`src/design/fatlb_pkg.sv`:
```
`timescale 1ns / 1ps
`default_nettype none

package fatlb_pkg;

   localparam int DEF_ENTRIES   = 8;
   localparam int DEF_PAGE_BITS = 20;
   localparam int COUNT_BITS    = 32;

   localparam logic CMD_LOOKUP = 1'b0;
   localparam logic CMD_FILL   = 1'b1;

   localparam logic POLICY_FIFO = 1'b0;
   localparam logic POLICY_LRU  = 1'b1;

   typedef struct packed {
      logic capture;
      logic execute;
      logic publish;
   } ctl_cmd_type;

   typedef struct packed {
      logic out_free;
   } ctl_sts_type;

endpackage

`default_nettype wire

```
`src/design/fatlb_ram.sv`:
```
`timescale 1ns / 1ps
`default_nettype none

module fatlb_ram #(
   parameter int WIDTH = 20,
   parameter int DEPTH = 8
) (
   input  wire logic                     clock,
   input  wire logic                     wr_en,
   input  wire logic [$clog2(DEPTH)-1:0] wr_addr,
   input  wire logic [WIDTH-1:0]         wr_data,
   input  wire logic                     rd_en,
   input  wire logic [$clog2(DEPTH)-1:0] rd_addr,
   output logic      [WIDTH-1:0]         rd_data
);

   logic [WIDTH-1:0] mem_ff [DEPTH];
   logic [WIDTH-1:0] rd_data_ff;

   always_ff @(posedge clock) begin
      if (wr_en) begin
         mem_ff[wr_addr] <= wr_data;
      end
      if (rd_en) begin
         rd_data_ff <= mem_ff[rd_addr];
      end
   end

   assign rd_data = rd_data_ff;

endmodule

`default_nettype wire

```
`src/design/fatlb_ctrl.sv`:
```
`timescale 1ns / 1ps
`default_nettype none

module fatlb_ctrl
   import fatlb_pkg::*;
(
   input  wire logic        clock,
   input  wire logic        reset,
   input  wire logic        req_valid,
   output logic             req_ready,
   input  wire ctl_sts_type ctl_sts,
   output ctl_cmd_type      ctl_cmd
);

   typedef enum logic [1:0] {
      ST_IDLE,
      ST_EXEC,
      ST_DONE
   } state_type;

   state_type state_ff;
   state_type state_in;

   assign req_ready       = (state_ff == ST_IDLE);
   assign ctl_cmd.capture = req_valid && req_ready;
   assign ctl_cmd.execute = (state_ff == ST_EXEC);
   assign ctl_cmd.publish = (state_ff == ST_DONE) && ctl_sts.out_free;

   always_comb begin
      state_in = state_ff;
      case (state_ff)
         ST_IDLE: begin
            if (ctl_cmd.capture) begin
               state_in = ST_EXEC;
            end
         end
         ST_EXEC: begin
            state_in = ST_DONE;
         end
         ST_DONE: begin
            if (ctl_sts.out_free) begin
               state_in = ST_IDLE;
            end
         end
         default: begin
            state_in = ST_IDLE;
         end
      endcase
   end

   always_ff @(posedge clock) begin
      if (reset) begin
         state_ff <= ST_IDLE;
      end else begin
         state_ff <= state_in;
      end
   end

endmodule

`default_nettype wire

```
`src/design/fatlb_dpath.sv`:
```
`timescale 1ns / 1ps
`default_nettype none

module fatlb_dpath
   import fatlb_pkg::*;
#(
   parameter int ENTRIES   = DEF_ENTRIES,
   parameter int PAGE_BITS = DEF_PAGE_BITS
) (
   input  wire logic                  clock,
   input  wire logic                  reset,
   input  wire ctl_cmd_type           ctl_cmd,
   output ctl_sts_type                ctl_sts,
   input  wire logic                  csr_wr_en,
   input  wire logic                  csr_wr_data,
   input  wire logic                  req_command,
   input  wire logic [PAGE_BITS-1:0]  req_vpage,
   input  wire logic [PAGE_BITS-1:0]  req_frame_in,
   input  wire logic                  rsp_ready,
   output logic                       rsp_valid,
   output logic                       rsp_hit,
   output logic      [PAGE_BITS-1:0]  rsp_frame_out,
   output logic      [COUNT_BITS-1:0] rsp_miss_count,
   output logic      [COUNT_BITS-1:0] rsp_lookup_count
);

   localparam int IDX_W = $clog2(ENTRIES);
   localparam int CNT_W = $clog2(ENTRIES + 1);

   typedef logic [IDX_W-1:0] idx_type;
   typedef logic [CNT_W-1:0] cnt_type;

   logic                  policy_ff;
   logic                  cmd_ff;
   logic [PAGE_BITS-1:0]  vpage_ff;
   logic [PAGE_BITS-1:0]  frame_ff;
   logic [PAGE_BITS-1:0]  tag_ff [ENTRIES];
   logic [PAGE_BITS-1:0]  tag_in [ENTRIES];
   idx_type               rank_ff [ENTRIES];
   idx_type               rank_in [ENTRIES];
   cnt_type               fill_cnt_ff;
   cnt_type               fill_cnt_in;
   idx_type               ins_ptr_ff;
   idx_type               ins_ptr_in;
   logic [COUNT_BITS-1:0] miss_ff;
   logic [COUNT_BITS-1:0] miss_in;
   logic [COUNT_BITS-1:0] look_ff;
   logic [COUNT_BITS-1:0] look_in;
   logic                  hit_ff;
   logic                  rsp_valid_ff;
   logic                  rsp_valid_in;
   logic                  rsp_hit_ff;
   logic [PAGE_BITS-1:0]  rsp_frame_ff;
   logic [COUNT_BITS-1:0] rsp_miss_ff;
   logic [COUNT_BITS-1:0] rsp_look_ff;

   logic [ENTRIES-1:0]    valid;
   logic [ENTRIES-1:0]    match;
   logic                  any_hit;
   idx_type               hit_idx;
   idx_type               lru_idx;
   idx_type               victim;
   idx_type               wr_idx;
   logic                  full;
   logic                  is_lookup;
   logic                  is_fill;
   logic                  mr_en;
   idx_type               mr_idx;
   idx_type               mr_old;
   idx_type               mr_top;
   logic [PAGE_BITS-1:0]  ram_rd_data;

   assign is_lookup = ctl_cmd.execute && (cmd_ff == CMD_LOOKUP);
   assign is_fill   = ctl_cmd.execute && (cmd_ff == CMD_FILL);
   assign full      = (fill_cnt_ff == cnt_type'(ENTRIES));
   assign any_hit   = |match;

   always_comb begin
      for (int i = 0; i < ENTRIES; i++) begin
         valid[i] = (cnt_type'(i) < fill_cnt_ff);
         match[i] = valid[i] && (tag_ff[i] == vpage_ff);
      end
   end

   always_comb begin
      hit_idx = '0;
      lru_idx = '0;
      for (int i = ENTRIES - 1; i >= 0; i--) begin
         if (match[i]) begin
            hit_idx = idx_type'(i);
         end
         if (rank_ff[i] == '0) begin
            lru_idx = idx_type'(i);
         end
      end
   end

   assign victim = (policy_ff == POLICY_LRU) ? lru_idx : ins_ptr_ff;
   assign wr_idx = full ? victim : fill_cnt_ff[IDX_W-1:0];

   assign mr_en  = (is_lookup && any_hit && (policy_ff == POLICY_LRU)) || (is_fill && full);
   assign mr_idx = is_fill ? victim : hit_idx;
   assign mr_old = rank_ff[mr_idx];
   assign mr_top = idx_type'(fill_cnt_ff - 1'b1);

   always_comb begin
      for (int i = 0; i < ENTRIES; i++) begin
         tag_in[i]  = tag_ff[i];
         rank_in[i] = rank_ff[i];
         if (mr_en) begin
            if (idx_type'(i) == mr_idx) begin
               rank_in[i] = mr_top;
            end else if (valid[i] && (rank_ff[i] > mr_old)) begin
               rank_in[i] = rank_ff[i] - 1'b1;
            end
         end
         if (is_fill && (idx_type'(i) == wr_idx)) begin
            tag_in[i] = vpage_ff;
            if (!full) begin
               rank_in[i] = idx_type'(fill_cnt_ff);
            end
         end
      end
   end

   always_comb begin
      fill_cnt_in = fill_cnt_ff;
      ins_ptr_in  = ins_ptr_ff;
      miss_in     = miss_ff;
      look_in     = look_ff;
      if (is_fill && !full) begin
         fill_cnt_in = fill_cnt_ff + 1'b1;
      end
      if (is_fill && full && (policy_ff == POLICY_FIFO)) begin
         ins_ptr_in = (ins_ptr_ff == idx_type'(ENTRIES - 1)) ? '0 : ins_ptr_ff + 1'b1;
      end
      if (is_lookup) begin
         look_in = look_ff + 1'b1;
         if (!any_hit) begin
            miss_in = miss_ff + 1'b1;
         end
      end
   end

   always_comb begin
      rsp_valid_in = rsp_valid_ff;
      if (ctl_cmd.publish) begin
         rsp_valid_in = 1'b1;
      end else if (rsp_ready) begin
         rsp_valid_in = 1'b0;
      end
   end

   assign ctl_sts.out_free = !rsp_valid_ff || rsp_ready;

   fatlb_ram #(
      .WIDTH (PAGE_BITS),
      .DEPTH (ENTRIES)
   ) u_frame_ram (
      .clock   (clock),
      .wr_en   (is_fill),
      .wr_addr (wr_idx),
      .wr_data (frame_ff),
      .rd_en   (is_lookup && any_hit),
      .rd_addr (hit_idx),
      .rd_data (ram_rd_data)
   );

   always_ff @(posedge clock) begin
      if (reset) begin
         policy_ff    <= POLICY_FIFO;
         fill_cnt_ff  <= '0;
         ins_ptr_ff   <= '0;
         miss_ff      <= '0;
         look_ff      <= '0;
         rsp_valid_ff <= 1'b0;
         for (int i = 0; i < ENTRIES; i++) begin
            rank_ff[i] <= '0;
         end
      end else begin
         if (csr_wr_en) begin
            policy_ff <= csr_wr_data;
         end
         fill_cnt_ff  <= fill_cnt_in;
         ins_ptr_ff   <= ins_ptr_in;
         miss_ff      <= miss_in;
         look_ff      <= look_in;
         rsp_valid_ff <= rsp_valid_in;
         for (int i = 0; i < ENTRIES; i++) begin
            rank_ff[i] <= rank_in[i];
         end
      end
   end

   always_ff @(posedge clock) begin
      for (int i = 0; i < ENTRIES; i++) begin
         tag_ff[i] <= tag_in[i];
      end
      if (ctl_cmd.capture) begin
         cmd_ff   <= req_command;
         vpage_ff <= req_vpage;
         frame_ff <= req_frame_in;
      end
      if (ctl_cmd.execute) begin
         hit_ff <= is_lookup && any_hit;
      end
      if (ctl_cmd.publish) begin
         rsp_hit_ff   <= hit_ff;
         rsp_frame_ff <= hit_ff ? ram_rd_data : '0;
         rsp_miss_ff  <= miss_ff;
         rsp_look_ff  <= look_ff;
      end
   end

   assign rsp_valid        = rsp_valid_ff;
   assign rsp_hit          = rsp_hit_ff;
   assign rsp_frame_out    = rsp_frame_ff;
   assign rsp_miss_count   = rsp_miss_ff;
   assign rsp_lookup_count = rsp_look_ff;

endmodule

`default_nettype wire

```
`src/design/fully_assoc_tlb_fifo_lru_core.sv`:
```
//  Channel    Ports                                   Direction
//  request    req_valid/req_ready, req_* payload      in
//  response   rsp_valid/rsp_ready, rsp_* payload      out
//  csr        csr_wr_en, csr_wr_data                  in, no wait
//
//  An item passes through accept, tag match and table update, then result load.
//  The tag compare over all entries and the registered frame RAM read set these steps.
//  A stalled response holds the load step; no new request is accepted meanwhile.
//  Reset is synchronous; there is no clearing pass.
`timescale 1ns / 1ps
`default_nettype none

module fully_assoc_tlb_fifo_lru_core
   import fatlb_pkg::*;
#(
   parameter int ENTRIES   = DEF_ENTRIES,
   parameter int PAGE_BITS = DEF_PAGE_BITS
) (
   input  wire logic                  clock,
   input  wire logic                  reset,
   input  wire logic                  csr_wr_en,
   input  wire logic                  csr_wr_data,
   input  wire logic                  req_valid,
   output logic                       req_ready,
   input  wire logic                  req_command,
   input  wire logic [PAGE_BITS-1:0]  req_vpage,
   input  wire logic [PAGE_BITS-1:0]  req_frame_in,
   output logic                       rsp_valid,
   input  wire logic                  rsp_ready,
   output logic                       rsp_hit,
   output logic      [PAGE_BITS-1:0]  rsp_frame_out,
   output logic      [COUNT_BITS-1:0] rsp_miss_count,
   output logic      [COUNT_BITS-1:0] rsp_lookup_count
);

   ctl_cmd_type ctl_cmd;
   ctl_sts_type ctl_sts;

   fatlb_ctrl u_ctrl (
      .clock     (clock),
      .reset     (reset),
      .req_valid (req_valid),
      .req_ready (req_ready),
      .ctl_sts   (ctl_sts),
      .ctl_cmd   (ctl_cmd)
   );

   fatlb_dpath #(
      .ENTRIES   (ENTRIES),
      .PAGE_BITS (PAGE_BITS)
   ) u_dpath (
      .clock            (clock),
      .reset            (reset),
      .ctl_cmd          (ctl_cmd),
      .ctl_sts          (ctl_sts),
      .csr_wr_en        (csr_wr_en),
      .csr_wr_data      (csr_wr_data),
      .req_command      (req_command),
      .req_vpage        (req_vpage),
      .req_frame_in     (req_frame_in),
      .rsp_ready        (rsp_ready),
      .rsp_valid        (rsp_valid),
      .rsp_hit          (rsp_hit),
      .rsp_frame_out    (rsp_frame_out),
      .rsp_miss_count   (rsp_miss_count),
      .rsp_lookup_count (rsp_lookup_count)
   );

endmodule

`default_nettype wire

```
`config.mk`:
```
export PLATFORM = sky130hd
export DESIGN_NAME = fully_assoc_tlb_fifo_lru_core
export DESIGN_NICKNAME = d
export VERILOG_FILES = /design/src/design/fatlb_pkg.sv /design/src/design/fatlb_ram.sv /design/src/design/fatlb_ctrl.sv /design/src/design/fatlb_dpath.sv /design/src/design/fully_assoc_tlb_fifo_lru_core.sv
export SDC_FILE = /design/constraint.sdc
export NUM_CORES = 1
export LEC_CHECK = 0
export CAP_MARGIN = 20
export CORE_MARGIN = 2
export CORE_UTILIZATION = 55
export CTS_BUF_LIST = sky130_fd_sc_hd__clkbuf_2
export CTS_CLUSTER_SIZE = 20
export DETAILED_ROUTE_END_ITERATION = 8
export DONT_BUFFER_PORTS = 1
export PLACE_DENSITY = 0.76
export SYNTH_ARGS = -nofsm -noshare
export SYNTH_HDL_FRONTEND = slang
export SYNTH_SLANG_ARGS = --single-unit
```
`constraint.sdc`:
```
create_clock -name clock -period 5.4 [get_ports clock]
set_input_delay 0.27 -clock clock [delete_from_list [all_inputs] [get_ports clock]]
set_output_delay 0.27 -clock clock [all_outputs]
set_load 0.005 [all_outputs]
```
After elaboration in Yosys (flattened, before gate mapping)
Memory sizes are Yosys's and may differ from the RTL's. A register that Yosys moved wholly into a read port is not among the register bits.
Index checks and enable logic that the tools add are counted.

storage, ports and cells
  flip-flop bits (word level) = 202
  memory bits (writable) = 344
  input bits = 47
  output and inout bits = 87
  memories kept = 3

operators by class
  add/sub/neg operators = 13
  magnitude comparators = 16
  equal/unequal tests = 28
  multiplexer cells = 86
  bitwise operators = 11
  reduce and logical (&&, ||, !) cells = 52

memory list
  name                        depth  bits a word  read ports  clocked after memory_dff  wr ports  line               text
  u_dpath.tag_ff              8      20           8           0                         8         fatlb_dpath.sv:37  logic [PAGE_BITS-1:0] tag_ff [ENTRIES];
  u_dpath.u_frame_ram.mem_ff  8      20           1           1                         1         fatlb_ram.sv:17    logic [WIDTH-1:0] mem_ff [DEPTH];
  u_dpath.rank_ff             8      3            9           0                         8         fatlb_dpath.sv:39  idx_type rank_ff [ENTRIES];

operators with widths
  kind                                                       count
  2-to-1 mux 3 bit                                           68
  equality test 20 bit                                       8
  2-to-1 mux 20 bit                                          8
  adder 32 x 1 -> 32 bit, second input constant              2
  logical AND 1 bit                                          33
  logical NOT 3 bit                                          10
  subtractor 3 x 1 -> 3 bit, second input constant           9
  equality test 3 bit, first input constant                  8
  > comparator 3 bit                                         8
  less-than comparator 3 x 4 -> 1 bit, first input constant  4
  equality test 2 x 3 -> 1 bit, first input constant         4
  less-than comparator 1 x 4 -> 1 bit, first input constant  2
  less-than comparator 2 x 4 -> 1 bit, first input constant  2
  bitwise OR 1 bit                                           8
  OR reduction 8 bit                                         1
  2-to-1 mux 1 bit                                           7
  equality test 1 x 3 -> 1 bit, first input constant         2
  case mux 2 bit (3 select lines)                            1
  adder 4 x 1 -> 4 bit, second input constant                1
  equality test 4 bit, second input constant                 1
  2-to-1 mux 2 bit                                           2
  AND reduction 2 bit                                        2
  adder 3 x 1 -> 3 bit, second input constant                1
  equality test 3 bit, second input constant                 1
  other kinds (9)                                            13

Logic depth before layout (Yosys ltp)
An unclocked memory read counts as a cell.

  depth after elaboration = 20
  mapped depth = 21
  gate-level depth less buffers = 19

Cells and area by module
From an unflattened synthesis, not the netlist that was laid out.

second synthesis, totals
  cells, all modules = 1702
  area, all modules = 24323.3 um^2

by module, submodules not included
  module       instances  cells an instance  area an instance (um^2)
  fatlb_dpath  1          1429               17413.0
  fatlb_ram    1          264                6812.8
  fatlb_ctrl   1          9                  97.6

Worst setup path after synthesis
Ideal clock, no wire load.

  path kind = register to register
  start point = reg u_dpath.vpage_ff[4]
  end point = mem u_dpath.rank_ff[6][0] in the netlist's numbering
  setup time = 0.088 ns
  arrival = 4.999 ns
  setup slack = 0.312 ns
  cell stages (with the launch flop) = 21
  period minus slack after synthesis = 5.088 ns
  path through = edfxtp_1 buf_6 xor2_1 or4_1 nor3_2 nand4_1 a311o_1 a311oi_2 buf_4 clkbuf_1 nand2_1 o211ai_1 o21ai_0 o21ai_0 ha_1 a21oi_1 a22oi_1 o21ai_4 o31ai_4 or4_1 a311oi_2

RTL lines
  element                   line                text
  start: declaration        fatlb_dpath.sv:35   logic [PAGE_BITS-1:0] vpage_ff;
  start signal: assignment  fatlb_dpath.sv:201  vpage_ff <= req_vpage;
  end: declaration          fatlb_dpath.sv:39

==> run_results.csv <==
group,metric,value,unit
clock_network,cts-htree-levels,4,
yosys,yosys.area.top_type_share,58.6,%
clock_network,numCtsBuffers,139,
sta,layout_setup_ws,269,ps
die,effective_utilization_at_floorplan,55.7,%
sta,fmax,195,MHz
clock_network,clkSinkCount,566,
yosys,synth_warnings,0,
route,firstDrtPassIters,6,
power,ir_drop,258,µV
yosys,netlist-cell-type-count,85,
power,power,0.00793,W
grt,grt_start_max_net_pins,81,
setup_path,cp.arrival,6270,ps
route,vias,14800,
setup_path,endpoint_class_of_the_critical_path,"register",
grt,grt.busiest_layer,"met2",
outcome,status,"finished clean",
layout,nNetsFinal,2043,
place,placedInstanceArea,24800,µm²
yosys,ys_async_sr_fraction,0,%
clock_network,cts_root_buf,"clkbuf_2",
place,dpl_worst_slack,363,ps
layout,drive_gt1_share,18.2,%
layout,leading_cell_type_in_the_layout_fill_and_taps_excluded,"edfxtp_1",
yosys,syn_avg_cell_area,13.9,µm²
sta,maxSlewViolCount,0,
sta,setup_violations,0,
yosys,number_of_enable_type_register_cells_in_the_synthesized_netlist,467,
layout,post-route-cell-area,27100,µm²
grt,grt_first_pass_wirelength,79.7,mm
yosys,postSynthRegisterBits,566,
route,detail_route.wl_per_cell,19.7,µm
setup_path,critical_path.n_buffers_inverters,2,
place,gp_congestion,0.858,
clock_network,register_clock_pin_slew_on_the_reported_worst_setup_and_hold_paths,120,ps
yosys,netlist_instances,1717,
route,route.detailed.vias_per_inst,5.59,
setup_path,critical-path-top-delay-family,"compound AO/OA/AOI/OAI gates",
layout,layout_common_cells,"edfxtp_1 (467), clkbuf_2 (194), xor2_1 (125)",
setup_path,critical_path_peak_fanout,20,
grt,grt_overflow,0,
setup_path,max_stage_delay,650,ps
grt,initial_antenna_violation_count,2,
sta,fin_crit,5130,ps
place,place.port_buffers,0,
grt,grt_pass1_vias,14600,
yosys,postSynthNetCount,1803,
run,total_of_max_cap_violations,0,
die,top_level_ports,134,
yosys,yosysSeqAreaShare,66.9,%
layout,fin_util,63.2,%
clock_network,clock_insertion_delay_worst_skew,1270,ps
sta,worst_slew_margin_rel,37.2,%
clock_network,clock_tree_from_tritoncts,"built",
setup_path,timing.critical_path.slowest_stage_cell,"edfxtp_1",
die,placementRows,76,
sta,tightestPinTransition,934,ps
grt,globalRouteTotalUtil,23.3,%
route,drt_iter0_drc,1291,
die,floorplan.core_area,43000,µm²
sta,hold_slack,181,ps
die,floorplan.die.height,213,µm
die,floorplan.die.width,213,µm
setup_path,critical_path_cell_by_cell,"xor2_1 > nor4_1 > nand4_1 > a311o_1 > a311oi_2 > buf_4 > nor2b_1 > a211oi_1 > a21oi_1 > mux2i_1 > buf_4 > ha_1 > a21oi_1 > a22oi_1 > o21ai_4 > o31ai_4 > or4_1 > a311oi_2",
yosys,top_area_cells_in_the_synthesized_netlist,"edfxtp_1 (59%), dfxtp_1 (8.3%), xor2_1 (4.6%), xnor2_1 (3.4%), mux2i_1 (2.5%)",
grt,grt_use_met1,29.8,%
setup_path,timing_worst_setup_path_type,"reg2reg",
yosys,netlist_area,23900,µm²
sta,min_period_over_period,95.0,%
route,wl,51.9,mm
setup_path,type_of_element_launching_the_critical_path,"register",
place,dpl.hpwl,32.4,mm
route,postRouteAntennaNets,0,
route,remaining_drc_errors,0,
setup_path,worst_ep_required_time,6540,ps
yosys,postSynth.topFlopCell,"edfxtp_1",
worst_hold_path,timing.hold.worst.class,"in2reg",
grt,groute.layer.met3.usage,6.01,%
sta,finClkSkew,123,ps
power,p_per_area,292,nW/µm²
power,cellLeakagePower,9.25,nW
die,design.die.area,45200,µm²
yosys,synth_area_leader_cell,"edfxtp_1",
grt,grt_use_met2,38.0,%
clock_network,cts_max_path_bufs,3,
layout,area_growth_syn_to_layout,13.5,%
sta,finalHoldViolations,0,
-- final cells by class --
class | count | area [µm²]
well taps | 585 | 732
clock buffers | 194 | 971
inverters | 35 | 131
repair buffers | 170 | 1580
clock inverters | 44 | 258
flip-flops and latches | 566 | 16000
multi-input cells | 1045 | 7460
fillers | 3217 | 15800
diodes | 2 | 5.00
-- worst paths after layout --
path                               startpoint                                   end  slack (ps)  cells after the start
max            u_dpath.vpage_ff[15]$_DFFE_PP_      u_dpath.rank_ff[6][0]$_SDFF_PP0_         270                     18
min reg2reg  u_dpath.miss_ff[19]$_SDFFE_PP0P_  u_dpath.rsp_miss_count[19]$_DFFE_PP_         470                      0
min                          req_frame_in[17]        u_dpath.frame_ff[17]$_DFFE_PP_         180                      2
max reg2reg    u_dpath.vpage_ff[15]$_DFFE_PP_      u_dpath.rank_ff[6][0]$_SDFF_PP0_         270                     18
-- power breakdown --
part | internal, W | total [W] | leakage, nW | switching, W
Sequential | 0.00477 | 0.00485 | 5.06 | 0.0000725
Clock | 0.00108 | 0.00276 | 0.921 | 0.00168
Combinational | 0.000149 | 0.000326 | 3.27 | 0.000178
-- state kept, by name, summed over array words and instances (netlist names) --
| signal | cells |
|---|---|
| u_ctrl.state_ff | 2 |
| u_dpath.cmd_ff | 1 |
| u_dpath.fill_cnt_ff | 4 |
| u_dpath.frame_ff | 20 |
| u_dpath.hit_ff | 1 |
| u_dpath.ins_ptr_ff | 3 |
| u_dpath.look_ff | 32 |
| u_dpath.miss_ff | 32 |
| u_dpath.policy_ff | 1 |
| u_dpath.rank_ff | 24 |
| u_dpath.rsp_frame_out | 20 |
| u_dpath.rsp_hit | 1 |
| u_dpath.rsp_lookup_count | 32 |
| u_dpath.rsp_miss_count | 32 |
| u_dpath.rsp_valid | 1 |
| u_dpath.tag_ff | 160 |
| u_dpath.u_frame_ram.mem_ff | 160 |
| u_dpath.u_frame_ram.rd_data | 20 |
| u_dpath.vpage_ff | 20 |
-- timing repair --
item                                   4_1_cts  5_1_grt
resized for setup                            0        3
buffers inserted                             0        6
hold buffers                                98        1
setup endpoints to repair                    0        5
endpoints found under the hold margin      254        2
-- per-stage QoR --
step / setup TNS, ps / instances
finish: 0 / 2641
global route: -101 / 2641
CTS: 0 / 2631
detailed placement: 0 / 2295
global placement: 0 / 2295
floorplan: 0 / 1717
-- cells by family (layout without fill, tap and decap cells) --
kind of cell | Yosys count | after routing | synth area share, %
AND/OR/NAND/NOR | 470 | 470 | 9.89
multiplexers | 104 | 104 | 4.72
adder cells (fa/ha/maj) | 40 | 40 | 2.08
other | 0 | 2 | 0
buffers and inverters | 106 | 443 | 2.23
flip-flops | 566 | 566 | 66.9
XOR/XNOR | 219 | 219 | 8.02
AO/OA/AOI/OAI | 212 | 212 | 6.15
-- synth_stat cells (5+ instances only) --
master,instances
o21ai_0,60
nor2_1,113
buf_1,7
nor2b_1,18
nand3_1,39
dfxtp_1,99
or3_1,8
a31oi_1,9
buf_2,14
a22oi_1,7
clkbuf_1,34
edfxtp_1,467
xnor2_1,94
and4_1,6
nor3_1,23
and2_1,26
nand2_1,114
inv_1,35
mux2i_1,59
buf_6,9
a211oi_1,8
ha_1,39
o211ai_1,28
or4_1,5
a21oi_1,34
xor2_1,125
a22o_1,5
o31a_1,5
nor4_1,30
nand4_1,29
o21ai_1,6
nand2b_1,11
and3_1,24
mux2_2,40
-- layer usage --
layer  routed length (µm)  vias to the layer above
met1                22200                     7223
met5                    0                        -
met3                 3240                       87
met4                 1130                        0
li1                     -                     6919
met2                25400                      528
-- worst reg2reg max path: stages (launching register included) --
cell and delay, ps:
edfxtp_1 650, xor2_1 260, nor4_1 530, nand4_1 290, a311o_1 450, a311oi_2 310
buf_4 280, nor2b_1 80, a211oi_1 250, a21oi_1 70, mux2i_1 230, buf_4 180
ha_1 250, a21oi_1 180, a22oi_1 140, o21ai_4 100, o31ai_4 90, or4_1 500
a311oi_2 230
(Power assumes the default switching activity.)
